[config.mk]
export PLATFORM = sky130hd
export DESIGN_NAME = oate_cell
export DESIGN_NICKNAME = d
export VERILOG_FILES = /design/src/assert_macros.svh /design/src/oate_pkg.sv /design/src/oate_cell.sv
export SDC_FILE = /design/constraint.sdc
export NUM_CORES = 1
export LEC_CHECK = 0
export BUFFER_PORTS_ARGS = -buffer_cell sky130_fd_sc_hd__clkbuf_2
export CORE_MARGIN = 2
export CORE_UTILIZATION = 46
export CTS_CLUSTER_SIZE = 12
export DETAILED_ROUTE_END_ITERATION = 16
export PLACE_DENSITY = 0.95
export SLEW_MARGIN = 20
export SYNTH_ARGS = -nofsm -noshare
export SYNTH_HDL_FRONTEND = slang
export SYNTH_SLANG_ARGS = --single-unit
[constraint.sdc]
create_clock -name clk_i -period 4.9 [get_ports clk_i]
set_input_delay 0.245 -clock clk_i [delete_from_list [all_inputs] [get_ports clk_i]]
set_output_delay 0.245 -clock clk_i [all_outputs]
set_load 0.1 [all_outputs]
[src/assert_macros.svh]
// assertion macros used by the top-level rtl file
`ifndef ASSERT_MACROS_SVH
`define ASSERT_MACROS_SVH
`ifndef SYNTH
// property must hold at every clock edge out of reset
`define ASSERT_AT(lbl, clk, rst_n, prop) \
  lbl: assert property (@(posedge clk) disable iff (!rst_n) (prop)) \
    else $error("assertion failed");
// property must never hold at a clock edge out of reset
`define ASSERT_NEVER(lbl, clk, rst_n, prop) \
  lbl: assert property (@(posedge clk) disable iff (!rst_n) !(prop)) \
    else $error("assertion failed");
`else
`define ASSERT_AT(lbl, clk, rst_n, prop)
`define ASSERT_NEVER(lbl, clk, rst_n, prop)
`endif
`endif

[src/oate_pkg.sv]
// shared constants, types and helpers of the ordered array table engine
`default_nettype none
package oate_pkg;

  localparam int DEPTH    = 128;
  localparam int WORD_W   = 32;
  localparam int IDX_W    = $clog2(DEPTH);
  localparam int CNT_W    = $clog2(DEPTH + 1);
  localparam int CMP_W    = (CNT_W > 8) ? CNT_W : 8;
  localparam int FAN      = 8;
  localparam int FAN_W    = 3;
  localparam int RED_LVLS = (IDX_W + FAN_W - 1) / FAN_W;
  localparam int PAD      = 1 << (FAN_W * RED_LVLS);

  // offset of the first node of a tree level inside the flat node array
  function automatic int inner_off(input int lvl);
    int acc;
    acc = 0;
    for (int k = 1; k < lvl; k++) begin
      acc += PAD >> (FAN_W * k);
    end
    return acc;
  endfunction

  localparam int INNER_N = inner_off(RED_LVLS + 1);

  // request kinds, the two top codes are unused by the block
  typedef enum logic [2:0] {
    REQ_INSERT,
    REQ_APPEND,
    REQ_DEL_AT,
    REQ_DEL_VAL,
    REQ_READ,
    REQ_FIND,
    REQ_RSVD6,
    REQ_RSVD7
  } req_kind_e;

  typedef enum logic [1:0] {
    OP_HOLD,
    OP_INS,
    OP_DEL
  } shift_op_e;

  typedef struct packed {
    shift_op_e         op;
    logic [IDX_W-1:0]  pos;
    logic [WORD_W-1:0] word;
  } shift_cmd_t;

  typedef struct packed {
    logic [CMP_W-1:0]  pos;
    logic [CNT_W-1:0]  count;
    logic [WORD_W-1:0] word;
  } probe_t;

  typedef struct packed {
    logic              hit;
    logic [WORD_W-1:0] data;
  } leaf_t;

  typedef struct packed {
    logic              hit;
    logic [IDX_W-1:0]  idx;
    logic [WORD_W-1:0] data;
  } node_t;

  // lowest hit wins, data words are or-ed
  function automatic node_t merge_nodes(input node_t kids [FAN]);
    node_t res;
    res = '0;
    for (int c = FAN - 1; c >= 0; c--) begin
      if (kids[c].hit) begin
        res.hit = 1'b1;
        res.idx = kids[c].idx;
      end
      res.data = res.data | kids[c].data;
    end
    return res;
  endfunction

endpackage
`default_nettype wire

[src/oate_cell.sv]
// one list entry: holds a word, shifts with its neighbors, reports compare results
`default_nettype none
module oate_cell (
  input  wire logic                         clk_i,
  input  wire logic [oate_pkg::IDX_W-1:0]   my_idx_i,
  input  wire oate_pkg::shift_cmd_t         cmd_i,
  input  wire oate_pkg::probe_t             probe_i,
  input  wire logic [oate_pkg::WORD_W-1:0]  left_i,
  input  wire logic [oate_pkg::WORD_W-1:0]  right_i,
  output logic [oate_pkg::WORD_W-1:0]       word_o,
  output oate_pkg::leaf_t                   leaf_o
);

  logic [oate_pkg::WORD_W-1:0] word_q;
  logic                        in_use;
  logic                        at_pos;

  always_ff @(posedge clk_i) begin
    case (cmd_i.op)
      oate_pkg::OP_INS: begin
        if (my_idx_i > cmd_i.pos) begin
          word_q <= left_i;
        end else if (my_idx_i == cmd_i.pos) begin
          word_q <= cmd_i.word;
        end
      end
      oate_pkg::OP_DEL: begin
        if (my_idx_i >= cmd_i.pos) begin
          word_q <= right_i;
        end
      end
      default: begin
      end
    endcase
  end

  assign in_use = oate_pkg::CNT_W'(my_idx_i) < probe_i.count;
  assign at_pos = oate_pkg::CMP_W'(my_idx_i) == probe_i.pos;

  assign word_o      = word_q;
  assign leaf_o.hit  = in_use && (word_q == probe_i.word);
  assign leaf_o.data = (in_use && at_pos) ? word_q : '0;

endmodule
`default_nettype wire

==> impl_metrics.py, run 1 <==
metrics = {
    "status": {
        "outcome": "complete, no violations",
    },
    "min_path": {
        "hold_path_end": "word_o[19]",
        "holdCritStartpoint": "right_i[19]",
        "min_path_type": "input port to flip-flop",
        "holdPathStages": 3,
    },
    "logic_synthesis": {
        "synth_largest_area_cell": "edfxtp_1",
        "netlist_area_sq_um": 3280,
        "syn_inst": 428,
        "yosys.area.top_type_share": 0.293,
        "synth_top_cells_by_area": "edfxtp_1 29%, a21oi_1 15%, xor2_1 8.8%",
        "mappedNetlistNets": 602,
        "synth.distinct_cells": 31,
        "synth_area_per_cell_sq_um": 7.67,
        "ys_warn_count": 0,
        "ys_ff_latch": 32,
        "ys_seq_area_frac": 0.293,
    },
    "critical_path": {
        "crit_arrival_ns": 2.41,
        "critPathLaunchType": "input port",
        "endpoint_kind": "output pin",
        "crit_required_ns": 4.66,
        "slowest_delay_ns": 0.52,
        "crit_chain": "clkbuf_2 > ha_1 > a21o_1 > a21o_1 > a21oi_1 > o21ai_4 > a211oi_1 > clkbuf_2",
        "critPathSlowestCell": "clkbuf_2",
        "critPathKind": "input port to output pin",
        "critPathMaxFanout": 33,
    },
    "sta": {
        "rsz0062_at_grt": "no",
        "hold_viol": 0,
        "worstMarginPinSlew_ns": 1.15,
        "whs_ns": 0.313,
        "fmax_mhz": 377,
        "fin_crit_sh": 0.542,
        "slew_viol_final": 0,
        "setup_viol": 0,
        "relSlewSlack": 0.231,
        "fin_setup_tns_ns": 0,
        "finalCriticalPeriod_ns": 2.66,
    },
    "drt": {
        "wl_per_cell_um": 17.1,
        "wl_met1_mm": 4.64,
        "ant_nets": 0,
        "drtIter0Drc": 336,
        "wl_mm": 12.4,
        "dr_wl_met2_mm": 6.01,
        "dr.pass1.iters": 5,
        "avgViaCountPerCell": 5.75,
        "highest_layer": "met4",
        "drc_errors": 0,
        "via_count": 4173,
        "met3_length_mm": 1.21,
    },
    "global_routing": {
        "grt_max_degree": 66,
        "first_global_vias": 3872,
        "grt_remaining_overflow": 0,
        "grt_pass1_wl_mm": 18.3,
        "grt_use_total": 0.302,
        "antenna_found_initial": 0,
    },
    "finish": {
        "drive_gt1_frac": 0.390,
        "finalNetCount": 803,
        "largest_reg_flops": 32,
        "n_antenna_cell": 0,
        "syn_to_final_growth_pct": 38.7,
    },
    "pwr": {
        "p_total_mw": 1.28,
        "irDropWorstVdd_v": 0.000139,
        "power_density_nw_per_um2": 280,
        "p_leak_nw": 2.18,
    },
    "die": {
        "dieArea_sq_um": 7830,
        "chipWidth_um": 88.5,
        "num_rows": 30,
        "num_io_pins": 226,
        "initial_core_util": 0.478,
        "chipHeight_um": 88.5,
        "fp.coreArea_sq_um": 6870,
    },
    "job": {
        "maxCapViolations": 0,
    },
    "clock_network": {
        "cts.clk_slew.worst_paths_ns": 0.07,
        "cts_sinks": 32,
        "postCtsSetupBuffers": 0,
        "cts_tree": "done",
        "cts-root-buf": "clkbuf_8",
        "cts_buffers": 5,
        "htree_levels": 2,
        "cts_hold_buf": 0,
        "cts.path.max_buffers": 2,
        "cts_resized": 0,
    },
    "placement": {
        "place_congestion": 0.906,
        "port_buffers": 225,
        "dp_hpwl_mm": 9.59,
    },
}
metrics by stage:
stage	utilization	area, sq um	std cells	worst slack, ns
floorplan	-	3280	428	0.898
global route	0.663	4550	726	2.14
detailed placement	0.645	4430	717	1.90
finish	0.663	4550	726	2.24
CTS	0.661	4540	725	2.21
global placement	0.644	4420	717	2.15
placed cells by master (no fill, tap or decap), types with 2 or more instances in the layout:
master / netlist / layout
ha_1: 13 / 13
a21o_1: 3 / 3
nor4_1: 8 / 8
buf_4: 0 / 4
nor2_1: 33 / 33
xor2_1: 33 / 33
nand2b_1: 3 / 2
nand3_1: 2 / 2
inv_1: 14 / 14
nand4_1: 4 / 4
xnor2_1: 6 / 6
clkbuf_8: 0 / 5
a2bb2oi_1: 31 / 31
a21oi_1: 100 / 99
a31oi_1: 32 / 32
nand2_1: 65 / 65
clkbuf_2: 0 / 225
edfxtp_1: 32 / 32
clkinv_1: 0 / 2
how the worst max path moves through the flow:
| stage | slack [ns] | start | cells past startpoint | to |
|---|---|---|---|---|
| after floorplan | 0.90 | word_o[29] | 4 | leaf_o[32] |
| after global placement | 2.15 | my_idx_i[6] | 7 | word_o[11] |
| after detailed placement | 1.90 | my_idx_i[6] | 7 | word_o[10] |
| after CTS | 2.21 | my_idx_i[6] | 7 | word_o[10] |
| after global routing | 2.14 | my_idx_i[4] | 8 | leaf_o[32] |
| final | 2.24 | my_idx_i[4] | 8 | leaf_o[32] |
area by class of cell:
class                      instances  area, sq um
clock buffer                       5         68.8
clock inverter                     3         37.5
sequential                        32          961
fill                             566         2310
multi-input combinational        346         2140
tap                               96          120
inverter                          14         52.6
timing repair buffer             230         1170
critical path, delay by kind of cell:
kind / cells / cell delay (ns)
buffers and inverters: 2 / 0.65
adders and majority gates: 1 / 0.34
AOI/OAI and AO/OA: 5 / 1.17
power breakdown:
| group | switching [mW] | internal, mW | total, mW | leakage [nW] |
|---|---|---|---|---|
| Clock | 0.0951 | 0.148 | 0.243 | 0.0532 |
| Sequential | 0.0460 | 0.352 | 0.398 | 0.310 |
| Combinational | 0.451 | 0.183 | 0.634 | 1.81 |
kinds of logic after synthesis:
kind of cell,synth area share
AOI/OAI and AO/OA,0.326
xor gates and xnor gates,0.104
adders and majority gates,0.0495
buffers and inverters,0.0686
DFF,0.293
and+or+nand+nor,0.160
cells in the mapped netlist:
| master | number |
|---|---|
| nor4_2 | 1 |
| a32oi_1 | 1 |
| and3b_1 | 1 |
| nor2_1 | 33 |
| nand2_1 | 65 |
| edfxtp_1 | 32 |
| a21o_1 | 3 |
| nand2b_1 | 3 |
| xnor2_1 | 6 |
| a31oi_1 | 32 |
| nand4_2 | 1 |
| o21ai_1 | 2 |
| a2bb2oi_1 | 31 |
| a211oi_1 | 1 |
| nor4_1 | 8 |
| nand3_1 | 2 |
| nand4_1 | 4 |
| a211oi_4 | 1 |
| a21bo_4 | 1 |
| a21oi_1 | 100 |
| or2_0 | 1 |
| buf_2 | 12 |
| o21ai_0 | 1 |
| clkbuf_1 | 19 |
| ha_1 | 13 |
| buf_1 | 2 |
| nor3b_2 | 1 |
| buf_6 | 3 |
| xor2_1 | 33 |
| o21a_1 | 1 |
| inv_1 | 14 |
layer usage:
metal / GRT usage / vias to the layer above
met1: 0.351 / 1848
met5: 0 / -
met3: 0.0522 / 53
li1: - / 1961
met4: 0.152 / 0
met2: 0.536 / 311
No activity file was read; power rests on OpenSTA's default activity.
==> run 2, diff against run 1 <==
- CORE_UTILIZATION: 46 -> 43
- PLACE_DENSITY: 0.95 -> 0.9
- clock period: 4.9 -> 2.6 ns (I/O delays scaled with it)
==> impl_metrics.py, run 2 (same netlist as run 1, synthesis figures left out) <==
metrics = {
    "drt": {
        "via_count": 4255,
        "dr_wl_met2_mm": 6.22,
        "ant_nets": 0,
        "drc_errors": 0,
        "avgViaCountPerCell": 5.80,
        "drtIter0Drc": 342,
        "met3_length_mm": 1.05,
        "wl_per_cell_um": 17.1,
        "wl_met1_mm": 4.78,
        "dr.pass1.iters": 8,
        "wl_mm": 12.5,
        "highest_layer": "met4",
    },
    "sta": {
        "fin_crit_sh": 0.865,
        "whs_ns": 0.207,
        "fin_setup_tns_ns": 0,
        "slew_viol_final": 0,
        "setup_viol": 0,
        "rsz0062_at_grt": "no",
        "finalCriticalPeriod_ns": 2.25,
        "worstMarginPinSlew_ns": 1.04,
        "hold_viol": 0,
        "fmax_mhz": 444,
        "relSlewSlack": 0.306,
    },
    "critical_path": {
        "crit_buf_inv": 1,
        "crit_chain": "xor2_1 > nor4_1 > nand4_1 > a211oi_2 > buf_12",
        "crit_arrival_ns": 2.12,
        "critPathSlowestCell": "edfxtp_1",
        "cp_num_cells": 5,
        "crit_family": "simple AND/OR/NAND/NOR gates",
        "critPathMaxFanout": 3,
        "crit_required_ns": 2.47,
        "endpoint_kind": "output pin",
        "critPathLaunchType": "flip-flop",
        "slowest_delay_ns": 0.48,
        "critPathKind": "flip-flop to output pin",
    },
    "pwr": {
        "p_leak_nw": 2.24,
        "irDropWorstVdd_v": 0.000230,
        "power_density_nw_per_um2": 480,
    },
    "die": {
        "num_rows": 31,
        "chipHeight_um": 91.4,
        "chipWidth_um": 91.4,
        "initial_core_util": 0.448,
        "fp.coreArea_sq_um": 7330,
        "dieArea_sq_um": 8350,
        "num_io_pins": 226,
    },
    "finish": {
        "syn_to_final_growth_pct": 46.3,
        "mostFrequentLayoutCells": "192 x clkbuf_2, 87 x a21oi_1, 65 x nand2_1",
        "fillerInstances": 614,
        "drive_gt1_frac": 0.414,
        "post-route-cell-area_sq_um": 4800,
        "n_antenna_cell": 0,
        "finalNetCount": 809,
        "multi_input_area_sq_um": 2190,
        "layout_commonest_cell": "clkbuf_2",
        "largest_reg_flops": 32,
        "regArea_sq_um": 961,
    },
    "clock_network": {
        "cts.clk_slew.worst_paths_ns": 0.06,
        "cts-root-buf": "clkbuf_8",
        "cts.path.max_buffers": 2,
        "cts_hold_buf": 0,
        "postCtsSetupBuffers": 0,
        "cts_tree": "done",
        "htree_levels": 2,
        "cts_sinks": 32,
        "cts_buffers": 5,
        "cts_resized": 0,
    },
    "job": {
        "maxCapViolations": 0,
    },
    "global_routing": {
        "antenna_found_initial": 0,
        "first_global_vias": 4120,
        "grt_pass1_wl_mm": 19.4,
        "grt_remaining_overflow": 0,
        "grt_use_total": 0.285,
        "grt_max_degree": 41,
    },
    "placement": {
        "port_buffers": 225,
        "placed_cell_area_sq_um": 4710,
        "dp_hpwl_mm": 10.1,
        "place_congestion": 0.941,
    },
    "min_path": {
        "holdPathStages": 3,
        "min_path_type": "input port to flip-flop",
    },
    "status": {
        "outcome": "complete, no violations",
    },
}
[run 2: worst paths after layout]
kind	from	end	slack (ns)
worst max-delay path	word_o[7]	leaf_o[32]	0.35
worst min-delay path	right_i[8]	word_o[8]	0.21
[run 2: where the power goes]
group	switching [mW]	internal [mW]
combinational	0.863	0.356
sequential	0.0843	0.662
clock	0.164	0.176
[run 2: final cells by class]
class | instances | share of cell area
Clock inverter | 2 | 0.00156
Multi-Input combinational cell | 346 | 0.456
Clock buffer | 5 | 0.0143
Tap cell | 99 | 0.0258
Sequential cell | 32 | 0.200
Inverter | 14 | 0.0109
Timing Repair Buffer | 236 | 0.291
[run 2: stage by stage]
| stage | power, mW | std cells | worst slack, ns | utilization |
|---|---|---|---|---|
| 2_1_floorplan | 1.62 | 428 | -0.338 | - |
| 3_3_place_gp | 1.93 | 726 | 0.290 | 0.643 |
| 3_5_place_dp | 1.96 | 726 | 0.175 | 0.643 |
| 4_1_cts | 2.30 | 733 | 0.375 | 0.653 |
| 5_1_grt | 2.40 | 734 | 0.232 | 0.655 |
| 6_report | 2.31 | 734 | 0.350 | 0.655 |
[run 2: routing by layer]
metal | GRT usage | up-vias
met3 | 0.0365 | 55
li1 | - | 1969
met4 | 0.122 | 0
met2 | 0.506 | 309
met1 | 0.343 | 1922
met5 | 0 | -
[run 2: tightest hold or removal path, cell delays in order]
cell and delay, ns:
clkbuf_2 0.08, nor2_1 0.04, a31oi_1 0.12
==> run 3, diff against run 2 <==
- CORE_MARGIN: 2 -> unset
==> impl_metrics.py, run 3 (same netlist as run 1, synthesis figures left out) <==
metrics = {
    "status": {
        "outcome": "complete, no violations",
    },
    "clock_network": {
        "cts_hold_buf": 0,
        "cts_tree": "done",
        "htree_levels": 2,
        "cts.clk_slew.worst_paths_ns": 0.07,
        "cts_resized": 0,
        "cts_sinks": 32,
        "postCtsSetupBuffers": 0,
        "cts-root-buf": "clkbuf_8",
        "cts_buffers": 5,
        "cts.path.max_buffers": 2,
    },
    "pwr": {
        "p_int_mw": 1.21,
        "p_leak_nw": 2.28,
        "clkPwrFrac": 0.161,
        "irDropWorstVdd_v": 0.000266,
        "pwr-share-comb": 0.521,
        "swShare": 0.484,
        "power_density_nw_per_um2": 466,
        "p_sw_mw": 1.14,
        "pwr-share-seq": 0.318,
    },
    "drt": {
        "wl_mm": 12.7,
        "via_count": 4302,
        "drtIter0Drc": 404,
        "avgViaCountPerCell": 5.86,
        "dr.pass1.iters": 7,
        "ant_nets": 0,
        "drc_errors": 0,
        "wl_per_cell_um": 17.2,
    },
    "critical_path": {
        "crit_chain": "xor2_1 > nor4_1 > nand4_1 > a211oi_2 > buf_12",
        "slowest_delay_ns": 0.54,
        "critPathSlowestCell": "nor4_1",
        "critPathMaxFanout": 3,
        "critPathKind": "flip-flop to output pin",
        "critPathLaunchType": "flip-flop",
        "endpoint_kind": "output pin",
        "crit_arrival_ns": 2.22,
        "crit_required_ns": 2.47,
    },
    "sta": {
        "rsz0062_at_grt": "no",
        "finalCriticalPeriod_ns": 2.35,
        "whs_ns": 0.200,
        "fmax_mhz": 426,
        "slew_viol_final": 0,
        "fin_crit_sh": 0.903,
        "setup_viol": 0,
        "worstMarginPinSlew_ns": 1.07,
        "relSlewSlack": 0.284,
        "hold_viol": 0,
    },
    "finish": {
        "fillerInstances": 549,
        "regArea_sq_um": 961,
        "finalNonFillerCells": 734,
        "n_antenna_cell": 0,
        "mostFrequentLayoutCells": "192 x clkbuf_2, 87 x a21oi_1, 65 x nand2_1",
        "finalNetCount": 808,
        "multi_input_area_sq_um": 2200,
        "layout_commonest_cell": "clkbuf_2",
        "syn_to_final_growth_pct": 53.3,
        "drive_gt1_frac": 0.417,
        "largest_reg_flops": 32,
    },
    "global_routing": {
        "grt_use_total": 0.316,
        "first_global_vias": 3819,
        "antenna_found_initial": 0,
        "grt_pass1_wl_mm": 19.0,
        "grt_remaining_overflow": 0,
        "grt_max_degree": 35,
    },
    "placement": {
        "place_congestion": 0.937,
        "dp_hpwl_mm": 10.1,
        "port_buffers": 225,
        "dp.cells": 725,
    },
    "die": {
        "chipHeight_um": 89.4,
        "fp.coreArea_sq_um": 7330,
        "num_rows": 31,
        "num_io_pins": 226,
        "dieArea_sq_um": 7990,
        "chipWidth_um": 89.4,
        "initial_core_util": 0.448,
    },
    "job": {
        "maxCapViolations": 0,
    },
    "min_path": {
        "min_path_type": "input port to flip-flop",
    },
}
run 3: cell count changes in the layout (fill, tap and decap cells not counted), sizes merged:
cell / before / now
clkinvlp: 0 / 2
buf: 44 / 43
clkinv: 2 / 1
run 3: power groups by stage:
stage | logic (mW) | clock network [mW] | registers [mW]
6_report | 1.22 | 0.377 | 0.745
5_1_grt | 1.30 | 0.414 | 0.749
4_1_cts | 1.21 | 0.387 | 0.742
3_5_place_dp | 1.21 | 0 | 0.753
3_3_place_gp | 1.18 | 0 | 0.751
2_1_floorplan | 0.453 | 0 | 1.17
run 3: metal layers:
layer,vias to the layer above,GRT usage,wire [um],part of all wire
li1,1971,-,-,-
met1,1969,0.388,4800,0.38
met2,307,0.532,6230,0.49
met3,55,0.0545,1050,0.083
met4,0,0.160,565,0.045
met5,-,0,0,0
run 3: per-stage QoR:
step                setup slack, ns  setup TNS, ns  power, mW  cell area [sq um]   util
floorplan                    -0.338          -6.34       1.62               3340      -
global placement             0.0432              0       1.93               4920  0.671
detailed placement            0.126              0       1.96               4930  0.672
CTS                           0.352              0       2.34               5020  0.685
global route                  0.166              0       2.46               5030  0.687
finish                        0.253              0       2.34               5030  0.687
run 3: cell type report:
cell class | count | share of cell area
clock buffer | 5 | 0.0137
timing repair buffer | 235 | 0.319
clock inverter | 3 | 0.00472
sequential | 32 | 0.191
multi-input combinational | 346 | 0.437
tap | 99 | 0.0246
inverter | 14 | 0.0104
run 3: path summary, 6_finish.rpt:
path / start / to / slack [ns] / cells after the start
setup / recovery: word_o[7] / leaf_o[32] / 0.25 / 5
hold / removal: right_i[25] / word_o[25] / 0.20 / 3
run 3: worst max-delay path, delay by kind of cell, from the launching register on:
kind | cells | cell delay [ns]
compound gates | 1 | 0.29
xor+xnor | 1 | 0.20
buf+inv | 1 | 0.22
flops | 1 | 0.48
simple gates | 2 | 0.75
